<file path="config.mk">
export PLATFORM = sky130hd
export DESIGN_NAME = cbfp_rank
export DESIGN_NICKNAME = d
export VERILOG_FILES = /design/src/rtl/cbfp_pkg.sv /design/src/rtl/cbfp_rank.sv
export SDC_FILE = /design/constraint.sdc
export NUM_CORES = 1
export LEC_CHECK = 0
export BUFFER_PORTS_ARGS = -buffer_cell sky130_fd_sc_hd__buf_2
export CAP_MARGIN = 20
export CORE_MARGIN = 4
export CORE_UTILIZATION = 48
export CTS_BUF_LIST = sky130_fd_sc_hd__clkbuf_4 sky130_fd_sc_hd__clkbuf_8 sky130_fd_sc_hd__clkbuf_16
export DETAILED_ROUTE_END_ITERATION = 8
export GPL_TIMING_DRIVEN = 0
export PLACE_DENSITY = 0.81
export SYNTH_ARGS = -nofsm -noshare
export SYNTH_HDL_FRONTEND = slang
export SYNTH_SLANG_ARGS = --single-unit
</file>
<file path="constraint.sdc">
create_clock -name clk -period 11.1 [get_ports clk]
set_input_delay 0.555 -clock clk [delete_from_list [all_inputs] [get_ports clk]]
set_output_delay 0.555 -clock clk [all_outputs]
set_load 0.02 [all_outputs]
</file>
<file path="src/rtl/cbfp_pkg.sv">
// Shared types and constants for the carbon-ranked best-fit placer.
// No dependencies; used by every module of the block by scoped name.
package cbfp_pkg;

  localparam int MAX_HOSTS_DEF = 64;

  localparam int OP_W      = 2;
  localparam int CARBON_W  = 24;
  localparam int SITE_W    = 4;
  localparam int IDENT_W   = 16;
  localparam int CPU_W     = 32;
  localparam int RAM_W     = 20;
  localparam int VM_W      = 16;

  localparam int IN_DATA_W  = 168;
  localparam int OUT_DATA_W = 32;

  localparam logic [OP_W-1:0] OP_CLEAR = 2'd0;
  localparam logic [OP_W-1:0] OP_LOAD  = 2'd1;
  localparam logic [OP_W-1:0] OP_PLACE = 2'd2;

  // One row of the host table.
  typedef struct packed {
    logic [RAM_W-1:0]    ram;
    logic [CPU_W-1:0]    cpu;
    logic                enabled;
    logic [IDENT_W-1:0]  ident;
    logic [SITE_W-1:0]   site;
    logic [CARBON_W-1:0] carbon;
  } host_entry_t;

  // Demand of the virtual machine being placed.
  typedef struct packed {
    logic [CPU_W-1:0] cpu;
    logic [RAM_W-1:0] ram;
  } demand_t;

endpackage

</file>
<file path="src/rtl/cbfp_rank.sv">
// Shared fit test and key comparator; holds the best host seen in a scan.
// Depends on cbfp_pkg for the row and demand types.
module cbfp_rank #(
  parameter int IW = $clog2(cbfp_pkg::MAX_HOSTS_DEF)
) (
  input  logic                  clk,
  input  logic                  rst,
  input  logic                  start,
  input  logic                  upd_valid,
  input  cbfp_pkg::host_entry_t upd_entry,
  input  logic [IW-1:0]         upd_idx,
  input  cbfp_pkg::demand_t     need,
  output logic                  found,
  output cbfp_pkg::host_entry_t best,
  output logic [IW-1:0]         best_idx
);

  localparam int KEY_W = cbfp_pkg::CARBON_W + cbfp_pkg::SITE_W + cbfp_pkg::CPU_W;

  logic             fits;
  logic             less;
  logic [KEY_W-1:0] cand_key;
  logic [KEY_W-1:0] best_key;

  // Slack ordering equals residual CPU ordering, since the demand is common.
  assign cand_key = {upd_entry.carbon, upd_entry.site, upd_entry.cpu};
  assign best_key = {best.carbon, best.site, best.cpu};
  assign fits = upd_entry.enabled && (upd_entry.cpu >= need.cpu)
                && (upd_entry.ram >= need.ram);
  assign less = !found || (cand_key < best_key);

  always_ff @(posedge clk) begin
    if (rst || start) begin
      found <= 1'b0;
    end else if (upd_valid && fits && less) begin
      found <= 1'b1;
    end
  end

  always_ff @(posedge clk) begin
    if (upd_valid && fits && less) begin
      best     <= upd_entry;
      best_idx <= upd_idx;
    end
  end

endmodule

</file>
# Word level (Yosys, flattened, before mapping)
# Cells that the tools add are included.
[word_totals] word_cells=18 inputBits=159 mem_count=0 out_inout_bits=104 ram_bits=0 ff_bits=104 romBits=0 latch_bits=0
[op_classes] n_reduce_logical=7 muxes=0 add_sub_neg=0 eq_ne=0 div=0 shifts=0 magnitude_cmp=3 mul=0 n_bitwise=0
[ops] cell="less-than comparator 60 bit" count=1
[ops] cell=">= comparator 32 bit" count=1
[ops] cell=">= comparator 20 bit" count=1
[ops] cell="logical AND 1 bit" count=4
[ops] cell="logical OR 1 bit" count=2
[ops] cell="zero test 1 bit" count=1

# Longest topological paths before layout
[depth] word_depth=5 mapped_depth=8 mapped_depth_nobuf=8

# Worst setup path before layout
# Ideal clock, no wire load.
[synth_timing] path_kind="input to register" start="input port need[50] in the netlist's numbering" end="register best[0] in the netlist's numbering, enable pin" t_required_ns=10.479 stages=7 arrival_time_ns=7.593 path_slack_ns=2.885 path_buffers=0 setup_time_ns=0.621 cell_sequence="inv_1 > ha_1 > nand4_2 > or4_1 > a2111oi_2 > o2111ai_1 > nor4_2"
[synth_between] elab_chain_len=5
[synth_lines] element="start, declared" line="cbfp_rank.sv:12" rtl="input cbfp_pkg::demand_t need,"
[synth_lines] element=">= comparator 32 bit" line="cbfp_rank.sv:28" rtl="assign fits = upd_entry.enabled && (upd_entry.cpu >= need.cpu)"
[synth_lines] element="logical AND 1 bit" line="cbfp_rank.sv:28"
[synth_lines] element="logical AND 1 bit" line="cbfp_rank.sv:29" rtl="&& (upd_entry.ram >= need.ram);"
[synth_lines] element="logical AND 1 bit (2 in series)" line="cbfp_rank.sv:41" rtl="if (upd_valid && fits && less) begin"
[synth_lines] element="end signal, assigned" line="cbfp_rank.sv:42" rtl="best <= upd_entry;"
[synth_lines] element="end, declared" line="cbfp_rank.sv:14" rtl="output cbfp_pkg::host_entry_t best,"
# No other way between the ends.
# A chain may end at the register's enable or synchronous reset.

# Worst setup path after layout
[layout_timing] start="input port upd_entry[70] in the netlist's numbering" end="register best[16] in the netlist's numbering, enable pin"
[layout_between] elab_chain_len=5 elab_cells_between_ends=7 classes_between="order compare (2); reduce/logical (5)"
[layout_lines] element="start, declared" line="cbfp_rank.sv:10" rtl="input cbfp_pkg::host_entry_t upd_entry,"
[layout_lines] element=">= comparator 32 bit" line="cbfp_rank.sv:28"
[layout_lines] element="logical AND 1 bit" line="cbfp_rank.sv:28"
[layout_lines] element="logical AND 1 bit" line="cbfp_rank.sv:29"
[layout_lines] element="logical AND 1 bit" line="cbfp_rank.sv:41"
[layout_lines] element="logical AND 1 bit (*)" line="cbfp_rank.sv:41"
# Mark *: on every way between the ends. The rest lies on a longest branch, timed or not.

==> run summary <==
area of the multi-input gates: 0.00236 mm^2
pin count of the biggest net entering global routing: 19
Reg power frac: 48.0%
Max Slew Vio Count: 0
Primary FF master, synth: edfxtp_1
crit path DAT: 3870 ps
via count: 4,757
die footprint: 0.0141 mm^2
clock transition at the registers of the reported paths: 70 ps
syn_area_per_cell: 11.9 um^2
switching share of power: 24.3%
CP endpoint kind: register
final antenna-violating net count: 0
status: completed
I/O Buffers: 262
# Max-Cap Violations: 0
post-synthesis sequential area ratio: 52.8%
hold_buf cts: 0
DRC: 0
ys async rst share: 0%
setup TNS: 0 ps
Post-Route WL: 15,500 um
cell count after synthesis: 497
remaining global-route overflow: 0
Fill cells: 947
Layout area overhead: 32.7%
period utilization: 34.3%
most common cell after layout, fill and taps aside: buf_2
pwr dens: 118 mW/mm^2
H-tree depth: 3
global-route wire length before repair: 24,500 um
vias per cell: 5.12
most frequent cells in the layout: buf_2 (262), inv_1 (114), ha_1 (111)
pre-CTS setup slack: 6850 ps
Inserted Clock Buffers: 9
CP Launch Type: input port
worst-margin pin slew: 886 ps
core area: 0.0120 mm^2
Max IR drop VDD: 0.0628 mV
Leak: 3.94 nW
Post-CTS Setup Inserts: 0
Int Pwr: 0.000701 W
Routability Congestion: 0.863
post-route cell area: 0.00782 mm^2
Clock Skews: 4.75 ps
row cnt: 40
ratio of cells with drive above 1 in the final layout: 36.8%
total power: 0.000926 W
max_slew headroom: 40.5%
Clk network pwr share: 37.7%
post-synthesis cell type count: 35
Starting Density: 49.1%
DP HPWL: 13,200 um
R2R setup slack: 7330 ps
Post-Syn Area: 0.00589 mm^2
Resized cells post-CTS: 0
n_diodes: 0
DP Area: 0.00749 mm^2
Post-Syn Nets: 767
worst setup margin: 7290 ps
final setup violating endpoints: 0
via count of the first global-routing pass: 5,149
unrepaired setup endpoints after global routing: no
#FFs+latches synth: 104
sw power: 0.000225 W
hold_ws: 373 ps
final hold violation count: 0
CTS tree: yes
Final nets: 1,047
initial antenna violation count: 0
Req. time, crit path: 11,150 ps
drt first pass iters: 4
IO Count: 263
Reg area: 0.00311 mm^2
Sink Count: 104
synth warn: 0
shortest period the worst path allows: 3810 ps
HP Class: input port to register
Achievable Freq: 262 MHz
CP max FO: 15
Root Driver: clkbuf_16
WS Path Type: input port to register
Clock Latency Late Sink: 340 ps
Post-synth EDFFs: 103
Logic pwr share: 14.3%
gr usage total: 21.8%
Avg WL per Cell: 16.6 um
Die H: 119 um
Iteration-0 DRC Markers: 178
DIE WIDTH: 119 um
deepest clock path buffer count: 2
through the flow:
stage | instances | util (%)
after floorplan | 497 | -
after global placement | 906 | 61.5
after detailed placement | 913 | 62.4
after CTS | 929 | 65.1
after global routing | 929 | 65.1
final | 929 | 65.1
Yosys cell counts, types with 2 or more instances:
cell | count | area (um^2)
o211ai_1 | 3 | 22.5
a221oi_1 | 4 | 35.0
edfxtp_1 | 103 | 3090
a211oi_1 | 4 | 30.0
a21o_1 | 8 | 60.1
ha_1 | 111 | 1390
nor2_1 | 11 | 41.3
and4_1 | 3 | 26.3
nand2b_1 | 2 | 12.5
a2111oi_0 | 3 | 26.3
nand4_1 | 16 | 100
inv_1 | 114 | 428
a31oi_1 | 3 | 18.8
o21ai_0 | 18 | 90.1
nand3_1 | 8 | 40.0
a41oi_1 | 2 | 17.5
nor4_1 | 3 | 18.8
nor3_1 | 5 | 25.0
a21oi_1 | 36 | 180
nand2_1 | 25 | 93.8
kinds of logic (layout without fill, tap and decap cells):
group	count (synthesis)	count (layout)	synth area share [%]
buffers and inverters	114	399	7.26
adders and majority gates	111	111	23.6
DFF	104	104	52.8
AOI/OAI and AO/OA	89	89	9.37
and+or+nand+nor	79	79	6.97
routing by layer:
layer / vias up / part of all wire, % / global-route usage [%] / wire (um)
met5: - / 0 / 0 / 0
met4: 0 / 2.4 / 8.04 / 365
met3: 29 / 9.0 / 7.13 / 1400
met2: 204 / 50 / 39.0 / 7680
met1: 2159 / 39 / 24.2 / 6020
li1: 2365 / - / - / -
flip-flops by register name, summed over array words and instances, names as in the netlist:
signal and cells:
best_idx 6, found 1, best 97
power by group through the flow:
stage	Combinational, W	Sequential, W	Clock (W)
after floorplan	0.0000580	0.000465	0
after global placement	0.000122	0.000456	0
after detailed placement	0.000133	0.000453	0
after CTS	0.000134	0.000445	0.000356
after global routing	0.000151	0.000445	0.000377
final	0.000133	0.000445	0.000349
worst paths after layout:
path              depth (start not counted)     startpoint        to
hold / removal                            2          start     found
hold reg to reg                           2          found     found
setup reg to reg                         10       best[46]  best[16]
setup / recovery                         10  upd_entry[70]  best[16]
cell type report:
type                       instances  share of cell area (%)
sequential                       104                    39.8
multi-input combinational        279                    30.2
timing repair buffer             269                    18.0
inverter                         114                    5.47
clock buffer                       9                    2.88
tap                              147                    2.35
clock inverter                     7                    1.33
worst max-delay path, stage by stage:
cell       delay (ps)
buf_2             120
ha_1              300
nand4_1           210
or4_1             630
a2111oi_2         260
o2111ai_1         250
nor4_4            840
buf_6             300
buf_8             190
buf_8             180
Power figures use the tool's default switching activity.
